**src/rtl/inb_pkg.sv**
```systemverilog
// Package for the I/Q impulse noise blanker: shared types and constants.
// No dependencies.
`timescale 1ns / 1ps
package inb_pkg;

  // Average filter coefficient, 1049/2^20, and its shift.
  localparam int unsigned AvgCoef  = 1049;
  localparam int unsigned AvgShift = 20;
  localparam logic [32:0] AvgMax   = 33'h0_FFFF_FFFF;

  // Threshold clamp limits, Q5.8 for stage one and Q4.8 for stage two.
  localparam logic [12:0] Thr1Min = 13'd256;
  localparam logic [12:0] Thr1Max = 13'd5120;
  localparam logic [11:0] Thr2Max = 12'd3840;

  // Configuration register indexes.
  typedef enum logic [1:0] {
    REG_FIRST_EN  = 2'd0,
    REG_FIRST_THR = 2'd1,
    REG_SECOND_EN = 2'd2,
    REG_SECOND_THR = 2'd3
  } reg_idx_e;

  // Controller states.
  typedef enum logic [3:0] {
    ST_IDLE,
    ST_S1_SQRT,
    ST_S1_AVG,
    ST_S1_CMP,
    ST_S1_DONE,
    ST_S2_START,
    ST_S2_SQRT,
    ST_S2_AVG,
    ST_S2_CMP,
    ST_S2_DONE,
    ST_OUT
  } state_e;

  // Commands from controller to datapath.
  typedef struct packed {
    logic load;       // capture a new sample
    logic sqrt_start; // start magnitude of current working sample
    logic avg_mul;    // first multiply step of average update
    logic avg_upd;    // form new average
    logic cmp_mul;    // threshold product
    logic s1_done;    // stage one decision and ring update
    logic s2_done;    // stage two decision
    logic sel2;       // work on stage two state
    logic out_load;   // move result to output register
  } cmd_t;

  // Status from datapath to controller.
  typedef struct packed {
    logic sqrt_busy;
    logic first_en;
    logic second_en;
  } stat_t;

endpackage

```
**src/rtl/inb_datapath.sv**
```systemverilog
// Datapath of the noise blanker: iterative square root, average filters,
// delay ring, hang counter, smoother and output register. Depends on inb_pkg.
`timescale 1ns / 1ps
module inb_datapath #(
  parameter int RING_DEPTH   = 8,
  parameter int HANG_SAMPLES = 7,
  parameter int SAMPLE_BITS  = 16
) (
  input  logic                          clk_i,
  input  logic                          rst_ni,
  input  inb_pkg::cmd_t                 cmd_i,
  output inb_pkg::stat_t                stat_o,
  input  logic                          first_en_i,
  input  logic [12:0]                   first_thr_i,
  input  logic                          second_en_i,
  input  logic [11:0]                   second_thr_i,
  input  logic signed [SAMPLE_BITS-1:0] in_i_i,
  input  logic signed [SAMPLE_BITS-1:0] in_q_i,
  input  logic                          in_last_i,
  output logic                          out_valid_o,
  input  logic                          out_ready_i,
  output logic signed [SAMPLE_BITS-1:0] out_i_o,
  output logic signed [SAMPLE_BITS-1:0] out_q_o,
  output logic                          out_last_o,
  output logic                          out_zeroed_o,
  output logic                          out_replaced_o
);
  import inb_pkg::*;

  localparam int SB    = SAMPLE_BITS;
  localparam int SQW   = 2 * SB;            // width of I^2+Q^2
  localparam int MAGW  = SB;                // magnitude width
  localparam int PTRW  = $clog2(RING_DEPTH);
  localparam int SMW   = SB + 2;
  localparam int ITERS = SB;
  localparam int ITW   = $clog2(ITERS + 1);
  // Width of the threshold comparison: mag<<24 against a 13 x 32 bit product.
  localparam int CMPW  = (MAGW + 24 > 45) ? MAGW + 24 : 45;
  localparam logic [63:0] AvgOneFull = 64'd1 << (SB + 15);
  localparam logic [31:0] AvgOne =
    (AvgOneFull > 64'(AvgMax)) ? 32'hFFFF_FFFF : AvgOneFull[31:0];
  localparam logic [PTRW-1:0] PtrStep = PTRW'(1);
  localparam logic [PTRW-1:0] RdReset = PTRW'(2 % RING_DEPTH);
  localparam logic [2:0] HangLoad = 3'(HANG_SAMPLES);

  // Working sample and flags.
  logic signed [SB-1:0] wi_q, wq_q;
  logic                 last_q, zeroed_q, replaced_q;

  // Ring, pointers, hang counter, averages, smoother state.
  logic signed [SB-1:0] ring_i_q [RING_DEPTH];
  logic signed [SB-1:0] ring_q_q [RING_DEPTH];
  logic [PTRW-1:0]      wp_q, rp_q;
  logic [2:0]           hang_q;
  logic [31:0]          avg1_q, avg2_q;
  logic signed [SMW-1:0] smi_q, smq_q;

  // Square root unit: one result bit per cycle.
  logic [MAGW-1:0] root_q;
  logic [ITW-1:0]  it_q;
  logic            sq_busy_q;
  logic [SQW-1:0]  sq_src;
  logic signed [SB-1:0] src_i, src_q;
  logic [SQW-1:0]  rad_q;
  logic [MAGW+1:0] part_q;
  logic [MAGW+1:0] part_sh;
  logic [MAGW+1:0] cand;

  // Arithmetic registers.
  logic [42:0] prod_a_q;  // avg * coef
  logic [52:0] prod_m_q;  // (mag<<16) * coef
  logic [CMPW-1:0] thr_prod_q;
  logic [31:0] avg_sel, avg_new;
  logic [33:0] avg_sum;
  logic [12:0] thr_sel;
  logic [12:0] thr1_c;
  logic [11:0] thr2_c;
  logic [CMPW-1:0] mag_sh;
  logic        over;

  // Smoother combinational values.
  logic signed [SMW+1:0] smi3, smq3;
  logic signed [SMW-1:0] smi_n, smq_n;

  // Ring read of the current tap.
  logic signed [SB-1:0] ring_rd_i, ring_rd_q;

  // Output register.
  logic                 ov_q;
  logic signed [SB-1:0] oi_q, oq_q;
  logic                 ol_q, oz_q, orp_q;

  // Selected square root source: working sample, or the new input on load.
  assign src_i  = cmd_i.load ? in_i_i : wi_q;
  assign src_q  = cmd_i.load ? in_q_i : wq_q;
  assign sq_src = SQW'(src_i * src_i) + SQW'(src_q * src_q);

  // Square root: digit-by-digit on the radicand shifted out of rad_q top.
  assign part_sh = {part_q[MAGW-1:0], rad_q[SQW-1 -: 2]};
  assign cand    = {root_q, 2'b01};

  always_ff @(posedge clk_i or negedge rst_ni) begin
    if (!rst_ni) begin
      sq_busy_q <= 1'b0;
      it_q      <= '0;
    end else if (cmd_i.sqrt_start) begin
      sq_busy_q <= 1'b1;
      it_q      <= ITW'(ITERS);
    end else if (sq_busy_q) begin
      it_q <= it_q - ITW'(1);
      if (it_q == ITW'(1)) begin
        sq_busy_q <= 1'b0;
      end
    end
  end

  always_ff @(posedge clk_i) begin
    if (cmd_i.sqrt_start) begin
      rad_q  <= sq_src;
      part_q <= '0;
      root_q <= '0;
    end else if (sq_busy_q) begin
      rad_q <= {rad_q[SQW-3:0], 2'b00};
      if (part_sh >= cand) begin
        part_q <= part_sh - cand;
        root_q <= {root_q[MAGW-2:0], 1'b1};
      end else begin
        part_q <= part_sh;
        root_q <= {root_q[MAGW-2:0], 1'b0};
      end
    end
  end

  assign stat_o.sqrt_busy = sq_busy_q | cmd_i.sqrt_start;
  assign stat_o.first_en  = first_en_i;
  assign stat_o.second_en = second_en_i;

  // Threshold clamps.
  assign thr1_c = (first_thr_i < Thr1Min) ? Thr1Min :
                  (first_thr_i > Thr1Max) ? Thr1Max : first_thr_i;
  assign thr2_c = (second_thr_i > Thr2Max) ? Thr2Max : second_thr_i;
  assign thr_sel = cmd_i.sel2 ? {1'b0, thr2_c} : thr1_c;
  assign avg_sel = cmd_i.sel2 ? avg2_q : avg1_q;

  // Average update: two products, then subtract/add and saturate.
  assign avg_sum = {2'b00, avg_sel} - 34'(prod_a_q >> AvgShift)
                 + 34'(prod_m_q >> AvgShift);
  assign avg_new = (avg_sum > {1'b0, AvgMax}) ? 32'hFFFF_FFFF : avg_sum[31:0];
  assign mag_sh  = CMPW'(root_q) << 24;
  assign over    = mag_sh > thr_prod_q;

  always_ff @(posedge clk_i) begin
    if (cmd_i.avg_mul) begin
      prod_a_q <= 43'(avg_sel) * 43'(AvgCoef);
      prod_m_q <= 53'({root_q, 16'h0000}) * 53'(AvgCoef);
    end
    if (cmd_i.cmp_mul) begin
      thr_prod_q <= CMPW'(thr_sel) * CMPW'(avg_new);
    end
  end

  // Smoother: s' = floor(3s/4) + x.
  assign smi3  = (SMW+2)'(3 * (SMW+2)'(smi_q));
  assign smq3  = (SMW+2)'(3 * (SMW+2)'(smq_q));
  assign smi_n = SMW'(smi3 >>> 2) + SMW'(wi_q);
  assign smq_n = SMW'(smq3 >>> 2) + SMW'(wq_q);

  assign ring_rd_i = ring_i_q[rp_q];
  assign ring_rd_q = ring_q_q[rp_q];

  // Control state of the stages.
  always_ff @(posedge clk_i or negedge rst_ni) begin
    if (!rst_ni) begin
      wp_q   <= '0;
      rp_q   <= RdReset;
      hang_q <= '0;
      avg1_q <= AvgOne;
      avg2_q <= AvgOne;
      smi_q  <= '0;
      smq_q  <= '0;
      for (int k = 0; k < RING_DEPTH; k++) begin
        ring_i_q[k] <= '0;
        ring_q_q[k] <= '0;
      end
    end else begin
      if (cmd_i.avg_upd && !cmd_i.sel2) begin
        avg1_q <= avg_new;
      end
      if (cmd_i.avg_upd && cmd_i.sel2) begin
        avg2_q <= avg_new;
        smi_q  <= smi_n;
        smq_q  <= smq_n;
      end
      if (cmd_i.s1_done) begin
        ring_i_q[wp_q] <= wi_q;
        ring_q_q[wp_q] <= wq_q;
        wp_q <= (wp_q == '0) ? PTRW'(RING_DEPTH - 1) : wp_q - PtrStep;
        rp_q <= (rp_q == '0) ? PTRW'(RING_DEPTH - 1) : rp_q - PtrStep;
        if (hang_q != '0) begin
          hang_q <= hang_q - 3'd1;
        end else if (over) begin
          hang_q <= HangLoad - 3'd1;
        end
      end
    end
  end

  // Working sample.
  always_ff @(posedge clk_i) begin
    if (cmd_i.load) begin
      wi_q       <= in_i_i;
      wq_q       <= in_q_i;
      last_q     <= in_last_i;
      zeroed_q   <= 1'b0;
      replaced_q <= 1'b0;
    end else if (cmd_i.s1_done) begin
      if (hang_q != '0 || over) begin
        wi_q     <= '0;
        wq_q     <= '0;
        zeroed_q <= 1'b1;
      end else if (rp_q == wp_q) begin
        wi_q <= wi_q;
        wq_q <= wq_q;
      end else begin
        wi_q <= ring_rd_i;
        wq_q <= ring_rd_q;
      end
    end else if (cmd_i.s2_done && over) begin
      wi_q       <= SB'(smi_q >>> 2);
      wq_q       <= SB'(smq_q >>> 2);
      replaced_q <= 1'b1;
    end
  end

  // Output register.
  always_ff @(posedge clk_i or negedge rst_ni) begin
    if (!rst_ni) begin
      ov_q <= 1'b0;
    end else if (cmd_i.out_load) begin
      ov_q <= 1'b1;
    end else if (out_ready_i) begin
      ov_q <= 1'b0;
    end
  end

  always_ff @(posedge clk_i) begin
    if (cmd_i.out_load) begin
      oi_q  <= wi_q;
      oq_q  <= wq_q;
      ol_q  <= last_q;
      oz_q  <= zeroed_q;
      orp_q <= replaced_q;
    end
  end

  assign out_valid_o    = ov_q;
  assign out_i_o        = oi_q;
  assign out_q_o        = oq_q;
  assign out_last_o     = ol_q;
  assign out_zeroed_o   = oz_q;
  assign out_replaced_o = orp_q;
endmodule

```
**config.mk**
```make
export PLATFORM = sky130hd
export DESIGN_NAME = inb_datapath
export DESIGN_NICKNAME = d
export VERILOG_FILES = /design/src/rtl/inb_pkg.sv /design/src/rtl/inb_datapath.sv
export SDC_FILE = /design/constraint.sdc
export NUM_CORES = 2
export LEC_CHECK = 0
export ABC_AREA = 0
export BUFFER_PORTS_ARGS = -buffer_cell sky130_fd_sc_hd__buf_2
export CAP_MARGIN = 20
export CORE_UTILIZATION = 65
export CTS_CLUSTER_SIZE = 10
export DETAILED_ROUTE_END_ITERATION = 12
export PLACE_DENSITY = 0.82
export SLEW_MARGIN = 0
export SYNTH_ARGS = -nofsm -noshare
export SYNTH_HDL_FRONTEND = slang
export SYNTH_SLANG_ARGS = --single-unit
```
**constraint.sdc**
```tcl
create_clock -name clk_i -period 19.9 [get_ports clk_i]
set_input_delay 3.98 -clock clk_i [delete_from_list [all_inputs] [get_ports clk_i]]
set_output_delay 3.98 -clock clk_i [all_outputs]
set_load 0.05 [all_outputs]
```
==> flow_summary.toml <==
[global_routing]
grtUsageTotal_pct = 34.5
overflow = 0
antenna_found_initial = 7
grt_start_max_net_pins = 91
grt_pass1_vias = 52400
grt_pass1_wl_mm = 285

[clocking]
cts.sinks = 597
cts_made_buffers = 74
h-tree-depth = 3
cts_root_buf = "clkbuf_16"
clock_path_buffers = 3
cts.repair.resized = 0
clk_latency_ns = 0.67
cts_tree = "built"
clk_pin_slew_ns = 0.06
cts_hold_buf = 0
post-cts-setup-buffers = 0

[timing]
setup-violations-final = 0
timing.final.ws_setup_ns = 3.59
tns_ns = 0
rsz0062_at_grt = "no"
slew_headroom_pct = 17.3
finalCritPeriodShare_pct = 81.9
tightest_slew_ns = 1.24
max_freq_mhz = 61.3
hold_viol_final = 0
finalCriticalPeriod_ns = 16.31
hold_ws_ns = 0.437
finalClockSkew_ns = 0.0466
slew_violations = 0

[setup_path]
critPathBufInv = 8
start_kind = "primary input"
critPathMaxFanout = 28
arrival_ns = 16.69
path_delay_family = "compound AO/OA/AOI/OAI gates"
critPathCaptureType = "flop"
reg2reg_slack_ns = 7.32
worstPathRequired_ns = 20.28
path_class = "in2reg"
worst_path_max_delay_cell = "or4_2"
slowest_delay_ns = 0.73

[yosys]
avgSynthCellArea_um2 = 10.2
ys_ff_latch = 597
synth_area_leaders = "fa_1 (27%), dfrtp_1 (13%), ha_1 (12%), edfxtp_1 (8.4%), inv_1 (7.0%)"
synth_flop_cell = "dfrtp_1"
synth_edf_count = 191
yosys_warnings = 0
yosys.area.top_type = "fa_1"
syn-num-nets = 8392
netlist_area_mm2 = 0.0684
yosys.area.top_type_share_pct = 27.3
synthCells = 6713
synth_commonest_cells = "inv_1 (1276), fa_1 (934), ha_1 (673)"
async_flop_share_pct = 62.3
synth_cell_types = 98
ys_seq_area_share_pct = 23.0
yosysMostFrequentCell = "inv_1"

[route]
route.antenna.remaining_nets = 0
first_pass_iters = 6
avgRoutedWirePerCell_um = 21.7
routed_via_density = 6.07
drtIter0Drc = 4635
wl_mm = 178
drc = 0
vias = 49800

[placement]
dp_slack_ns = 3.17
portBuffers = 106
hpwl_mm = 135
gp_congestion = 0.987

[die]
die_h_um = 326
dieWidth_um = 326
initial_utilization_pct = 65.8
core_area_mm2 = 0.104
fp-row-count = 118
num_io_pins = 111
die-area_mm2 = 0.107

[final_layout]
post-route-util_pct = 70.1
drive_gt1_share_pct = 11.0
num-fill-cells = 7435
nets = 8444
areaGrowthSynthToFinish_pct = 6.46

[job]
drv_cap = 0

[hold_path]
hp-class = "reg2reg"

[status]
status = "finished, final reports clean"
[cells in the final DEF (no fill, tap or decap), types with 187 or more instances in the layout]
cell      synthesis  routed
fa_1            934     934
xnor2_1         187     187
ha_1            673     673
nor2_1          466     466
inv_1          1276    1275
dfrtp_1         369     367
mux2_2          323     323
a21oi_1         254     253
edfxtp_1        191     191
nand2_1         628     627
[routing by layer]
metal / routed length, um / global-route usage, %
met1: 70400 / 47.4
met3: 19000 / 8.62
met5: 25 / 0.0444
met2: 80200 / 52.4
met4: 7980 / 14.5
[flip-flops by register name (all words and copies together), names as in the netlist, 3 cells and up]
| name | flops |
|---|---|
| out_q_o | 16 |
| smi_q | 18 |
| hang_q | 3 |
| thr_prod_q | 45 |
| avg2_q | 32 |
| root_q | 16 |
| prod_a_q | 23 |
| it_q | 5 |
| smq_q | 18 |
| rp_q | 3 |
| part_q | 16 |
| ring_i_q | 128 |
| ring_q_q | 128 |
| avg1_q | 32 |
| wi_q | 16 |
| out_i_o | 16 |
| prod_m_q | 23 |
| wp_q | 3 |
| wq_q | 16 |
| rad_q | 32 |
[cells by family (layout without fill, tap and decap cells)]
kind of cell             Yosys count  in the layout  share of synthesized area, %
adder cells (fa/ha/maj)         1607           1607                          39.6
buffers and inverters           1499           1604                          8.33
multiplexers                     441            441                          8.23
XOR/XNOR                         249            249                          3.19
AND/OR/NAND/NOR                 1412           1412                          8.79
other                              0              4                             0
AO/OA/AOI/OAI                    908            908                          8.83
flip-flops                       597            597                          23.0
[through the flow]
| step | instance area [um2] | cells |
|---|---|---|
| 3_5_place_dp | 70500 | 8065 |
| 2_1_floorplan | 68400 | 6713 |
| 5_1_grt | 72800 | 8200 |
| 4_1_cts | 72700 | 8194 |
| 3_3_place_gp | 70400 | 8064 |
| 6_report | 72800 | 8202 |
[worst paths after layout]
check                           cells after the start             end      start
worst max-delay path                               45  thr_prod_q[42]   cmd_i[1]
worst min-delay path                                0      out_last_o     last_q
worst max register to register                     48  thr_prod_q[42]  avg2_q[0]
worst min register to register                      0      out_last_o     last_q
max in group asynchronous                           3       sq_busy_q     rst_ni
min in group asynchronous                           1     out_valid_o     rst_ni
[cell type report]
class / instances / area (um2) / area share (%)
sequential: 597 / 15700 / 21.6
inverter: 1293 / 4850 / 6.66
antenna: 4 / 10.0 / 0.0137
clock inverter: 15 / 209 / 0.287
multi-input combinational: 4617 / 47100 / 64.6
timing repair buffer: 182 / 1180 / 1.62
tap: 1380 / 1730 / 2.37
clock buffer: 114 / 2060 / 2.83
Power is not shown: default switching activity piles up to over one toggle a cycle in this logic, so the estimate is an artifact.
