===== src/rtl/inb_pkg.sv =====
// Package for the I/Q impulse noise blanker: shared types and constants.
// No dependencies.
`timescale 1ns / 1ps
package inb_pkg;

  // Average filter coefficient, 1049/2^20, and its shift.
  localparam int unsigned AvgCoef  = 1049;
  localparam int unsigned AvgShift = 20;
  localparam logic [32:0] AvgMax   = 33'h0_FFFF_FFFF;

  // Threshold clamp limits, Q5.8 for stage one and Q4.8 for stage two.
  localparam logic [12:0] Thr1Min = 13'd256;
  localparam logic [12:0] Thr1Max = 13'd5120;
  localparam logic [11:0] Thr2Max = 12'd3840;

  // Configuration register indexes.
  typedef enum logic [1:0] {
    REG_FIRST_EN  = 2'd0,
    REG_FIRST_THR = 2'd1,
    REG_SECOND_EN = 2'd2,
    REG_SECOND_THR = 2'd3
  } reg_idx_e;

  // Controller states.
  typedef enum logic [3:0] {
    ST_IDLE,
    ST_S1_SQRT,
    ST_S1_AVG,
    ST_S1_CMP,
    ST_S1_DONE,
    ST_S2_START,
    ST_S2_SQRT,
    ST_S2_AVG,
    ST_S2_CMP,
    ST_S2_DONE,
    ST_OUT
  } state_e;

  // Commands from controller to datapath.
  typedef struct packed {
    logic load;       // capture a new sample
    logic sqrt_start; // start magnitude of current working sample
    logic avg_mul;    // first multiply step of average update
    logic avg_upd;    // form new average
    logic cmp_mul;    // threshold product
    logic s1_done;    // stage one decision and ring update
    logic s2_done;    // stage two decision
    logic sel2;       // work on stage two state
    logic out_load;   // move result to output register
  } cmd_t;

  // Status from datapath to controller.
  typedef struct packed {
    logic sqrt_busy;
    logic first_en;
    logic second_en;
  } stat_t;

endpackage


===== src/rtl/inb_ctrl.sv =====
// Controller state machine of the noise blanker.
// Depends on inb_pkg.
`timescale 1ns / 1ps
module inb_ctrl (
  input  logic           clk_i,
  input  logic           rst_ni,
  input  logic           in_valid_i,
  output logic           in_ready_o,
  input  logic           out_busy_i,
  input  inb_pkg::stat_t stat_i,
  output inb_pkg::cmd_t  cmd_o
);
  import inb_pkg::*;

  state_e state_q, state_d;

  // State register.
  always_ff @(posedge clk_i or negedge rst_ni) begin
    if (!rst_ni) begin
      state_q <= ST_IDLE;
    end else begin
      state_q <= state_d;
    end
  end

  // Next state.
  always_comb begin
    state_d = state_q;
    unique case (state_q)
      ST_IDLE: begin
        if (in_valid_i) begin
          state_d = ST_S1_SQRT;
        end
      end
      ST_S1_SQRT: begin
        if (!stat_i.first_en) begin
          state_d = ST_S2_START;
        end else if (!stat_i.sqrt_busy) begin
          state_d = ST_S1_AVG;
        end
      end
      ST_S1_AVG:  state_d = ST_S1_CMP;
      ST_S1_CMP:  state_d = ST_S1_DONE;
      ST_S1_DONE: state_d = ST_S2_START;
      ST_S2_START: begin
        if (!stat_i.second_en) begin
          state_d = ST_OUT;
        end else begin
          state_d = ST_S2_SQRT;
        end
      end
      ST_S2_SQRT: begin
        if (!stat_i.sqrt_busy) begin
          state_d = ST_S2_AVG;
        end
      end
      ST_S2_AVG:  state_d = ST_S2_CMP;
      ST_S2_CMP:  state_d = ST_S2_DONE;
      ST_S2_DONE: state_d = ST_OUT;
      ST_OUT: begin
        if (!out_busy_i) begin
          state_d = ST_IDLE;
        end
      end
      default: state_d = ST_IDLE;
    endcase
  end

  // Outputs. Stage one's square root starts on load; stage two's starts once
  // the stage-one result sits in the working sample.
  always_comb begin
    cmd_o      = '0;
    in_ready_o = 1'b0;
    unique case (state_q)
      ST_IDLE: begin
        in_ready_o       = 1'b1;
        cmd_o.load       = in_valid_i;
        cmd_o.sqrt_start = in_valid_i;
      end
      ST_S1_AVG: cmd_o.avg_mul = 1'b1;
      ST_S1_CMP: begin
        cmd_o.avg_upd = 1'b1;
        cmd_o.cmp_mul = 1'b1;
      end
      ST_S1_DONE: cmd_o.s1_done = 1'b1;
      ST_S2_START: begin
        cmd_o.sel2       = 1'b1;
        cmd_o.sqrt_start = stat_i.second_en;
      end
      ST_S2_SQRT: cmd_o.sel2 = 1'b1;
      ST_S2_AVG: begin
        cmd_o.sel2    = 1'b1;
        cmd_o.avg_mul = 1'b1;
      end
      ST_S2_CMP: begin
        cmd_o.sel2    = 1'b1;
        cmd_o.avg_upd = 1'b1;
        cmd_o.cmp_mul = 1'b1;
      end
      ST_S2_DONE: begin
        cmd_o.sel2    = 1'b1;
        cmd_o.s2_done = 1'b1;
      end
      ST_OUT: cmd_o.out_load = !out_busy_i;
      default: ;
    endcase
  end
endmodule


===== config.mk =====
export PLATFORM = sky130hd
export DESIGN_NAME = inb_ctrl
export DESIGN_NICKNAME = d
export VERILOG_FILES = /design/src/rtl/inb_pkg.sv /design/src/rtl/inb_ctrl.sv
export SDC_FILE = /design/constraint.sdc
export NUM_CORES = 1
export LEC_CHECK = 0
export BUFFER_PORTS_ARGS = -buffer_cell sky130_fd_sc_hd__buf_4
export CORE_AREA = 2 2 39 41
export CTS_BUF_LIST = sky130_fd_sc_hd__clkbuf_16
export DETAILED_ROUTE_END_ITERATION = 6
export DIE_AREA = 0 0 41 43
export PLACE_DENSITY = 0.5
export SETUP_SLACK_MARGIN = 0.4
export SLEW_MARGIN = 20
export SYNTH_ARGS = -nofsm -noshare
export SYNTH_HDL_FRONTEND = slang
export SYNTH_SLANG_ARGS = --single-unit

===== constraint.sdc =====
create_clock -name clk_i -period 1.3 [get_ports clk_i]
set_input_delay 0.26 -clock clk_i [delete_from_list [all_inputs] [get_ports clk_i]]
set_output_delay 0.26 -clock clk_i [all_outputs]
set_load 0.01 [all_outputs]

==> results of run 1 <==
[worst reg2reg max path, cell delays in order, from the launching register on]
cell and delay [ns]:
dfrtp_2 0.43, inv_4 0.04, buf_4 0.13, buf_6 0.10
buf_6 0.11, buf_6 0.11, buf_8 0.13, a211o_1 0.24
a21oi_2 0.13
[timing repair]
| action | 4_1_cts | 5_1_grt |
|---|---|---|
| setup buffers | 10 | 0 |
| resized for setup | 21 | 10 |
| endpoints found under the setup margin | 14 | 14 |
| hold endpoints to repair | 4 | 0 |
| hold buffers | 1 | 0 |
| pin swaps | 8 | 5 |
[metrics by stage]
stage / std cells / setup WS, ns / hold WS (ns) / power, mW
2_1_floorplan: 47 / -0.155 / -0.0356 / 0.885
3_3_place_gp: 88 / -0.0781 / 0.0585 / 1.39
3_5_place_dp: 88 / -0.105 / 0.0573 / 1.37
4_1_cts: 102 / -0.297 / 0.340 / 2.32
5_1_grt: 102 / -0.343 / 0.350 / 2.63
6_report: 102 / -0.300 / 0.336 / 2.49
[layout make-up]
class | instances | area share
well taps | 16 | 0.0225
multi-input cells | 36 | 0.383
inverters | 2 | 0.0113
flip-flops and latches | 4 | 0.117
clock buffers | 3 | 0.0844
repair buffers | 41 | 0.383
[synth_stat cells, types with 2 or more instances]
library cell  instances  area share
nand2b_1              3       0.053
o21ai_0               3       0.042
nor2_1                2       0.021
a21oi_1               5       0.071
o22ai_1               2       0.035
nor2b_1               2       0.035
nand2_1               3       0.032
dfrtp_1               4        0.28
buf_4                 2       0.042
buf_2                 3       0.042
nor3_1                5       0.071
[routing by layer]
layer / up-vias / share of wire
li1: 249 / -
met1: 237 / 0.41
met2: 12 / 0.53
met3: 2 / 0.045
met4: 0 / 0.0092
met5: - / 0
[cell usage in the layout (no fill, tap or decap), drive strengths merged, types with 2 or more instances in the layout]
master	synthesis	layout
a21oi	5	5
buf	5	40
clkbuf	0	3
dfrtp	4	4
inv	2	2
nand2	3	3
nand2b	3	3
nor2	2	2
nor2b	2	2
nor3	5	5
nor4	2	2
o21ai	3	3
o22ai	2	2
[kinds of logic (layout without fill, tap and decap cells)]
logic type | after synthesis | after routing
AND/OR/NAND/NOR | 21 | 21
flip-flops | 4 | 4
buffers and inverters | 7 | 46
AO/OA/AOI/OAI | 14 | 14
XOR/XNOR | 1 | 1
[worst max path at each step]
stage / to / slack, ns / cells past startpoint
after floorplan: cmd_o[5] / -0.15 / 5
after global placement: cmd_o[4] / -0.08 / 4
after detailed placement: cmd_o[4] / -0.11 / 4
after CTS: cmd_o[4] / -0.30 / 4
after global routing: cmd_o[4] / -0.34 / 4
final: cmd_o[4] / -0.30 / 4
[power by group]
| part | leakage [nW] | switching, mW | internal [mW] |
|---|---|---|---|
| Clock | 0.0370 | 0.0961 | 0.394 |
| Sequential | 0.0459 | 0.0886 | 0.192 |
| Combinational | 0.312 | 0.782 | 0.937 |
| Total | 0.394 | 0.966 | 1.52 |
==> metrics, run 1 <==
status=finished, violations left; failing checks=setup timing; WL final=1.41 mm; Mapped Cells=47; Rows=14; mux cell area share after synthesis=0; Worst-path clk slew=0.03 ns; WP data arrival=1.34 ns; Hold Path Origin=stat_i[1]; Final Skew=0.00712 ns; GRT met3 Usage=0.0628; worst-path fanout max=5; Critical Path Max Stage Delay=0.43 ns; Synth Area in Adders=0; Setup WS post-layout=-0.300 ns; worst r2r src=state_q[0]$_DFFE_PN0P_; Synth Warn #=0; diode count=0; DP Area=587 um2; Reg2Reg Depth=8; routed len/inst=13.8 um; initial antenna violation count=0; Power Density=2800 mW/mm2; io pins=17; largest net degree at the start of global routing=7; reg2reg end=state_q[2]$_DFFE_PN0P_; CP startpoint=state_q[0]$_DFFE_PN0P_; vias in the first global route=516; Syn Nets=54; layer with the highest usage=met2; Mapped Area=354 um2; count of cell types in the netlist=24; slowest cell on the critical path=dfrtp_2; Yosys reg bits=4; CP Buf/Inv Count=2; clock buffer depth=2; routing usage on met1=0.235; max reg flops=4; main combinational cell family by area after synthesis=simple AND/OR/NAND/NOR gates; setup violators final=14; Largest Register=state_q; startpoint types=register; crit path capture type=output pin; final core utilization=0.643; GP Congestion=0.791; Top Registers=state_q (4); Starting Density=0.256; Hold Path Sink=state_q[2]$_DFFE_PN0P_; Setup CP Type=register to output pin; final worst-path cycle share=1.23; crit path time final=1.60 ns; Max VDD drop=0.00185 V; Clock Latency Late Sink=0.23 ns; fin. max-slew vios=0; Port Buf Inserts=16; Tightest Hold Check Type=primary input to register; Post-synth EDFFs=0; CTS root buf=clkbuf_16; Hold Path Cell Cnt=3; post-DP HPWL=809 um; Reg area=104 um2; post-synthesis simple-gate area fraction=0.343; Die ar.=0.00176 mm2; async set-or-reset flop fraction in the synthesized netlist=1.00; Finished Cell Area=890 um2; antenna-violating nets left=0; Pre-Repair DR Iteration Count=4; final net count=95; CTS Sinks=4; critical path's top delay family=flip-flops; critical path required time=1.04 ns; DR DRC count=0; area fraction in compound gates after synthesis=0.244; Total Routing Usage GR=0.187; CTS tree=yes; area of the multi-input gates=340 um2; H-tree lvl count=1; Die X=41 um; grt met2 use=0.278; Worst R2R Setup Slack=-0.20 ns; DR vias/cell=4.90; leak pwr=0.394 nW; setup TNS=-2.94 ns; Area growth syn-to-layout=151%; Worst Tran Pin Value=0.295 ns; Worst slew margin=0.802; dominant synthesized flop cell=dfrtp_1; iteration-0 DRC count of the detailed router=7; CTS buffer count=3; via count=500; Die Span Y=43 um; RSZ-0062 raised after global routing=yes; GR Overflow Total=0; first-pass GRT wire length=2.16 mm; XOR/XNOR share of the synthesized area=0.0247; # fillers=111; share of cells above drive strength 1=0.756; core footprint=0.00138 mm2; Seq/Total Area, Yosys=0.283; fmax=625 MHz; Avg Inst Size Synth=7.53 um2; final hold vios=0; MaxCap Viol Count=0; sequence of cells on the critical path=inv_4 > or3_4 > a21oi_2 > buf_4
No activity file was read; power rests on OpenSTA's default activity.
==> run 2: changes to the inputs <==
BUFFER_PORTS_ARGS = -buffer_cell sky130_fd_sc_hd__buf_2   (was -buffer_cell sky130_fd_sc_hd__buf_4)
HOLD_SLACK_MARGIN = 0.12   (was unset)
==> run 2 against run 1 <==
Compared with the run above: sequential share of layout area increased by 0.64 points; clock-buffer cell count unchanged; critical path depth increased by 1; largest cell class unchanged; the flow still finishes with violations (setup timing); via count increased by 0.40%; largest power group unchanged.
==> metrics, run 2 (synthesized netlist as in run 1, its figures left out) <==
met2 WL post-DR=830 um (was 755 um); Port Buf Inserts=16 (unchanged); MaxCap Viol Count=0 (unchanged); Hold Path Sink=state_q[2]$_DFFE_PN0P_ (unchanged); filler-free cell count of the finished design=99 (was 102); RSZ-0062 raised after global routing=yes (unchanged); Flop pwr share=0.123 (was 0.113); Area growth syn-to-layout=135% (was 151%); Switching Fraction=0.395 (was 0.388); crit path time final=1.58 ns (was 1.60 ns); diode count=0 (unchanged); Comb pwr share=0.677 (was 0.690); iteration-0 DRC count of the detailed router=2 (was 7); Total Routing Usage GR=0.171 (was 0.187); initial antenna violation count=0 (unchanged); vias in the first global route=466 (was 516); post-DP HPWL=811 um (was 809 um); WL final=1.43 mm (was 1.41 mm); Top Metal Used=met4 (unchanged); CTS root buf=clkbuf_16 (unchanged); setup violators final=11 (was 14); fmax=632 MHz (was 625 MHz); Worst slew margin=0.843 (was 0.802); Setup CP Type=register to output pin (unchanged); Pre-Repair DR Iteration Count=3 (was 4); WP data arrival=1.32 ns (was 1.34 ns); final net count=92 (was 95); DR vias/cell=5.07 (was 4.90); most frequent cells in the layout=buf_2 (16), buf_4 (14), buf_6 (6) (was buf_4 (33), buf_6 (6)); via count=502 (was 500); critical path required time=1.04 ns (about the same); io pins=17 (unchanged); fin. max-slew vios=0 (unchanged); Tightest Hold Check Type=primary input to register (unchanged); Die Span Y=43 um (unchanged); final hold vios=0 (unchanged); worst r2r src=state_q[3]$_DFFE_PN0P_ (was state_q[0]$_DFFE_PN0P_); Min Hold Slack=0.351 ns (was 0.336 ns); antenna-violating nets left=0 (unchanged); largest net degree at the start of global routing=9 (was 7); area of the multi-input gates=348 um2 (was 340 um2); DRT met1 WL=545 um (was 580 um); Worst R2R Setup Slack=-0.03 ns (was -0.20 ns); PnR Total Power=2.38 mW (was 2.49 mW); Reg2Reg Depth=4 (was 8); Setup WS post-layout=-0.282 ns (was -0.300 ns); Clk pwr share=0.200 (was 0.197); DR DRC count=0 (unchanged); reg2reg end=state_q[0]$_DFFE_PN0P_ (was state_q[2]$_DFFE_PN0P_); Die ar.=0.00176 mm2 (unchanged); CTS buffer count=3 (unchanged); final worst-path cycle share=1.22 (was 1.23); GP Congestion=0.741 (was 0.791); leak pwr=0.379 nW (was 0.394 nW); CTS Sinks=4 (unchanged); Starting Density=0.256 (unchanged); CTS tree=yes (unchanged); DP Cell Count=88 (unchanged); max reg flops=4 (unchanged); share of cells above drive strength 1=0.759 (was 0.756); Hold Path Cell Cnt=3 (unchanged); Clock Latency Late Sink=0.22 ns (was 0.23 ns); Worst Tran Pin Value=0.232 ns (was 0.295 ns); Max VDD drop=0.00126 V (was 0.00185 V); routed len/inst=14.5 um (was 13.8 um); Top Registers=state_q (4) (unchanged); Largest Register=state_q (unchanged); met3 routed WL=35 um (was 63 um); Hold Path Origin=stat_i[1] (unchanged); Die X=41 um (unchanged); worst-path fanout max=7 (was 5); core footprint=0.00138 mm2 (unchanged); GR Overflow Total=0 (unchanged); Final Skew=0.00303 ns (was 0.00712 ns); Sw Pwr=940 uW (was 966 uW); most common cell after layout, fill and taps aside=buf_2 (was buf_4); failing checks=setup timing (unchanged); status=finished, violations left (unchanged); Rows=14 (unchanged); H-tree lvl count=1 (unchanged); startpoint types=register (unchanged); first-pass GRT wire length=2.01 mm (was 2.16 mm); # fillers=126 (was 111); Worst-path clk slew=0.03 ns (about the same); Power Density=2860 mW/mm2 (was 2800 mW/mm2); clock buffer depth=2 (unchanged); Internal Power=1.44 mW (was 1.52 mW); crit path capture type=output pin (unchanged); Reg area=103 um2 (was 104 um2)
==> run 2: final cells by class <==
| cell class | count | share of cell area |
|---|---|---|
| clock buffers | 3 | 0.0901 |
| inverters | 2 | 0.0120 |
| multi-input cells | 36 | 0.417 |
| flip-flops and latches | 4 | 0.123 |
| well taps | 16 | 0.0240 |
| repair buffers | 38 | 0.333 |
==> run 2: power groups by stage <==
stage	registers (mW)	logic, mW	clock network (mW)
2_1_floorplan	0.217	0.668	0
3_3_place_gp	0.272	1.03	0
3_5_place_dp	0.274	1.02	0
4_1_cts	0.275	1.38	0.482
5_1_grt	0.301	1.72	0.496
6_report	0.293	1.61	0.476
==> run 2: timing repair <==
item,4_1_cts,5_1_grt
hold endpoints to repair,4,0
gates resized for setup,19,15
endpoints found under the setup margin,14,14
hold buffers,1,0
pin swaps,4,6
buffers inserted,4,3
==> run 2: metal layers <==
layer  vias up  GRT usage
met5         -          0
met4         0     0.0400
met3         2     0.0628
met2        13      0.288
met1       241      0.195
li1        246          -
==> run 2: worst max path at each step <==
stage | start | to
floorplan | state_q[0]$_DFFE_PN0P_ | cmd_o[5]
global placement | state_q[3]$_DFFE_PN0P_ | cmd_o[4]
detailed placement | state_q[0]$_DFFE_PN0P_ | cmd_o[7]
CTS | state_q[0]$_DFFE_PN0P_ | cmd_o[7]
global route | state_q[0]$_DFFE_PN0P_ | cmd_o[8]
finish | state_q[0]$_DFFE_PN0P_ | cmd_o[7]
==> run 2: critical path, stage by stage, from the launching register on <==
cell and delay [ns]:
dfrtp_1 0.42, buf_4 0.19, nor3b_2 0.18, a31oi_1 0.07
nor3_2 0.10, buf_2 0.14
==> run 2: metrics by stage <==
step / utilization / instance area, um2 / setup TNS (ns) / setup WS, ns
floorplan: - / 380 / -0.275 / -0.155
global placement: 0.395 / 547 / -0.275 / -0.0680
detailed placement: 0.395 / 547 / -0.391 / -0.0972
CTS: 0.544 / 753 / -2.38 / -0.271
global route: 0.602 / 833 / -3.08 / -0.374
finish: 0.602 / 833 / -2.42 / -0.282
==> run 3: changes to the inputs <==
ABC_AREA = 1   (was unset)
PLACE_DENSITY = 0.53   (was 0.5)
==> run 3 against run 2 <==
Compared with the run above: the run still ends with setup timing left; worst hold slack worse by 0.0099 ns; register-to-register slack worse by 0.11 ns; routed wire length is 39% higher; die area stayed put.
==> metrics, run 3 <==
Largest Register=state_q (unchanged); Die Span Y=43 um (unchanged); via count=662 (was 502); Synth area leaders=dfrtp_1 (25%), nand2_1 (15%), nand3_1 (10%) (was dfrtp_1 (28%), a21oi_1 (7.1%), nor3_1 (7.1%)); Clk pwr share=0.194 (was 0.200); Switching Fraction=0.448 (was 0.395); Worst Tran Pin Value=0.242 ns (was 0.232 ns); dominant synthesized flop cell=dfrtp_1 (unchanged); share of cells above drive strength 1=0.836 (was 0.759); Worst-path clk slew=0.03 ns (about the same); failing checks=setup timing (unchanged); Internal Power=1.44 mW (about the same); Yosys top cell by area=dfrtp_1 (unchanged); largest net degree at the start of global routing=8 (was 9); fin. max-slew vios=0 (unchanged); Comb pwr share=0.675 (was 0.677); Sw Pwr=1.16 mW (was 940 uW); Die X=41 um (unchanged); GR Overflow Total=0 (unchanged); max reg flops=4 (unchanged); DP Cell Count=98 (was 88); crit path capture type=output pin (unchanged); Setup WS post-layout=-0.215 ns (was -0.282 ns); MaxCap Viol Count=0 (unchanged); Worst slew margin=0.839 (was 0.843); Starting Density=0.284 (was 0.256); H-tree lvl count=1 (unchanged); vias in the first global route=582 (was 466); critical path required time=1.04 ns (about the same); Post-synth EDFFs=0 (unchanged); final worst-path cycle share=1.17 (was 1.22); most frequent cells in the layout=buf_4 (20), buf_2 (15), nand2_2 (11) (was buf_2 (16), buf_4 (14), buf_6 (6)); DR DRC count=0 (unchanged); setup TNS=-2.00 ns (was -2.42 ns); Avg Inst Size Synth=6.14 um2 (was 7.53 um2); final hold vios=0 (unchanged); startpoint types=register (unchanged); critical path's top delay family=flip-flops (unchanged); Setup CP Type=register to output pin (unchanged); core footprint=0.00138 mm2 (unchanged); crit path time final=1.51 ns (was 1.58 ns); Total Routing Usage GR=0.225 (was 0.171); fmax=660 MHz (was 632 MHz); Top Registers=state_q (4) (unchanged); WL final=2.00 mm (was 1.43 mm); final net count=118 (was 92); setup violators final=13 (was 11); Area growth syn-to-layout=141% (was 135%); io pins=17 (unchanged); WP data arrival=1.25 ns (was 1.32 ns); Syn Nets=71 (was 54); Die ar.=0.00176 mm2 (unchanged); most common cell after layout, fill and taps aside=buf_4 (was buf_2); most frequent cells after synthesis=nand2_1 (16), nand3_1 (8), nor2_1 (7) (was a21oi_1 (5), nor3_1 (5), dfrtp_1 (4)); leak pwr=0.496 nW (was 0.379 nW); Tightest Hold Check Type=primary input to register (unchanged); Final Skew=0.000812 ns (was 0.00303 ns); initial antenna violation count=0 (unchanged); Yosys reg bits=4 (unchanged); Flop pwr share=0.132 (was 0.123); sequence of cells on the critical path=inv_2 > buf_6 > nand2_2 > o21ai_1 > buf_2 (was buf_4 > nor3b_2 > a31oi_1 > nor3_2 > buf_2); Synth Warn #=0 (unchanged); CP Buf/Inv Count=3 (was 2); # fillers=99 (was 126); Mapped Area=393 um2 (was 354 um2); post-DP HPWL=787 um (was 811 um); CTS Sinks=4 (unchanged); count of cell types in the netlist=17 (was 24); Max VDD drop=0.00123 V (was 0.00126 V); area fraction of the dominant cell type after synthesis=0.255 (was 0.283); routed len/inst=15.8 um (was 14.5 um); CTS root buf=clkbuf_16 (unchanged); first-pass GRT wire length=2.58 mm (was 2.01 mm); clock buffer depth=2 (unchanged); Port Buf Inserts=16 (unchanged); CTS buffer count=3 (unchanged); Power Density=2750 mW/mm2 (was 2860 mW/mm2); DR vias/cell=5.25 (was 5.07); Critical Path Max Stage Delay=0.48 ns (was 0.42 ns); CTS tree=yes (unchanged); slowest cell on the critical path=dfrtp_2 (was dfrtp_1); diode count=0 (unchanged); GP Congestion=0.813 (was 0.741); Mapped Cells=64 (was 47); antenna-violating nets left=0 (unchanged); Seq/Total Area, Yosys=0.255 (was 0.283); status=finished, violations left (unchanged); iteration-0 DRC count of the detailed router=28 (was 2); worst-path fanout max=7 (unchanged); filler-free cell count of the finished design=126 (was 99); RSZ-0062 raised after global routing=yes (unchanged); Clock Latency Late Sink=0.23 ns (was 0.22 ns); Pre-Repair DR Iteration Count=4 (was 3); Rows=14 (unchanged); most common cell in the netlist=nand2_1; async set-or-reset flop fraction in the synthesized netlist=1.00 (unchanged)
==> run 3: cell types whose count changed after synthesis, sizes merged, moves of 3 or more <==
cell | previous run | this run
nand2b | 3 | 0
buf | 5 | 2
a21oi | 5 | 2
nor2 | 2 | 11
inv | 2 | 11
nand3 | 0 | 9
nor3 | 5 | 1
nand2 | 3 | 19
==> run 3: cell families (layout without fill, tap and decap cells) <==
| logic type | after synthesis | count (layout) | share of synthesized area |
|---|---|---|---|
| and+or+nand+nor | 40 | 40 | 0.484 |
| buffers and inverters | 13 | 59 | 0.153 |
| AOI/OAI and AO/OA | 7 | 7 | 0.108 |
| DFF | 4 | 4 | 0.255 |
==> run 3: power by group through the flow <==
stage / sequential [mW] / clock, mW / combinational [mW]
final: 0.343 / 0.503 / 1.75
after global routing: 0.349 / 0.510 / 1.85
after CTS: 0.319 / 0.500 / 1.37
after detailed placement: 0.321 / 0 / 0.877
after global placement: 0.321 / 0 / 0.892
after floorplan: 0.259 / 0 / 0.683
==> run 3: path summary, 6_finish.rpt <==
check	cells past startpoint	to	slack, ns	from
max in group asynchronous	2	state_q[0]$_DFFE_PN0P_	0.81	rst_ni
setup / recovery	5	cmd_o[1]	-0.21	state_q[1]$_DFFE_PN0P_
setup reg to reg	11	state_q[0]$_DFFE_PN0P_	-0.14	state_q[3]$_DFFE_PN0P_
hold reg to reg	3	state_q[1]$_DFFE_PN0P_	0.76	state_q[1]$_DFFE_PN0P_
min in group asynchronous	2	state_q[1]$_DFFE_PN0P_	0.36	rst_ni
hold / removal	2	state_q[3]$_DFFE_PN0P_	0.34	stat_i[0]
==> run 3: timing repair <==
item                       in CTS  in global routing
hold endpoints to repair        4                  0
cloned                          0                  0
hold buffers                    1                  0
buffers inserted               17                  6
setup endpoints to repair      14                 14
pin swaps                       9                 14
gates resized for setup        19                 21
==> run 3: through the flow <==
step	hold slack, ns	setup slack, ns	total power, mW	area (um2)	util
after global routing	0.347	-0.240	2.71	947	0.684
after detailed placement	0.0635	-0.0469	1.20	541	0.391
final	0.341	-0.215	2.60	947	0.684
after floorplan	-0.0356	0.0578	0.942	429	-
after CTS	0.331	-0.172	2.19	822	0.594
after global placement	0.0676	-0.0200	1.21	541	0.391
==> run 3: worst register-to-register path, cell delays in order, from the launching register on <==
cell	delay [ns]
dfrtp_2	0.45
inv_4	0.10
nor2_4	0.05
buf_6	0.13
buf_6	0.11
buf_6	0.10
nand3_4	0.06
nand2_2	0.06
inv_2	0.09
nand2_4	0.06
nand2_2	0.07
nand2_2	0.05
==> run 3: layout make-up <==
cell class	instances	area, um2	area share
clock buffers	3	75.1	0.0793
clock inverters	1	3.75	0.00396
inverters	11	43.8	0.0462
multi-input cells	47	374	0.395
flip-flops and latches	4	105	0.111
well taps	16	20.0	0.0211
repair buffers	44	325	0.343
==> run 3: per-layer routing <==
| metal | part of all wire | routed length [um] | GRT usage |
|---|---|---|---|
| met1 | 0.40 | 799 | 0.278 |
| met2 | 0.51 | 1010 | 0.356 |
| met3 | 0.056 | 112 | 0.0314 |
| met4 | 0.037 | 74 | 0.120 |
| met5 | 0 | 0 | 0 |
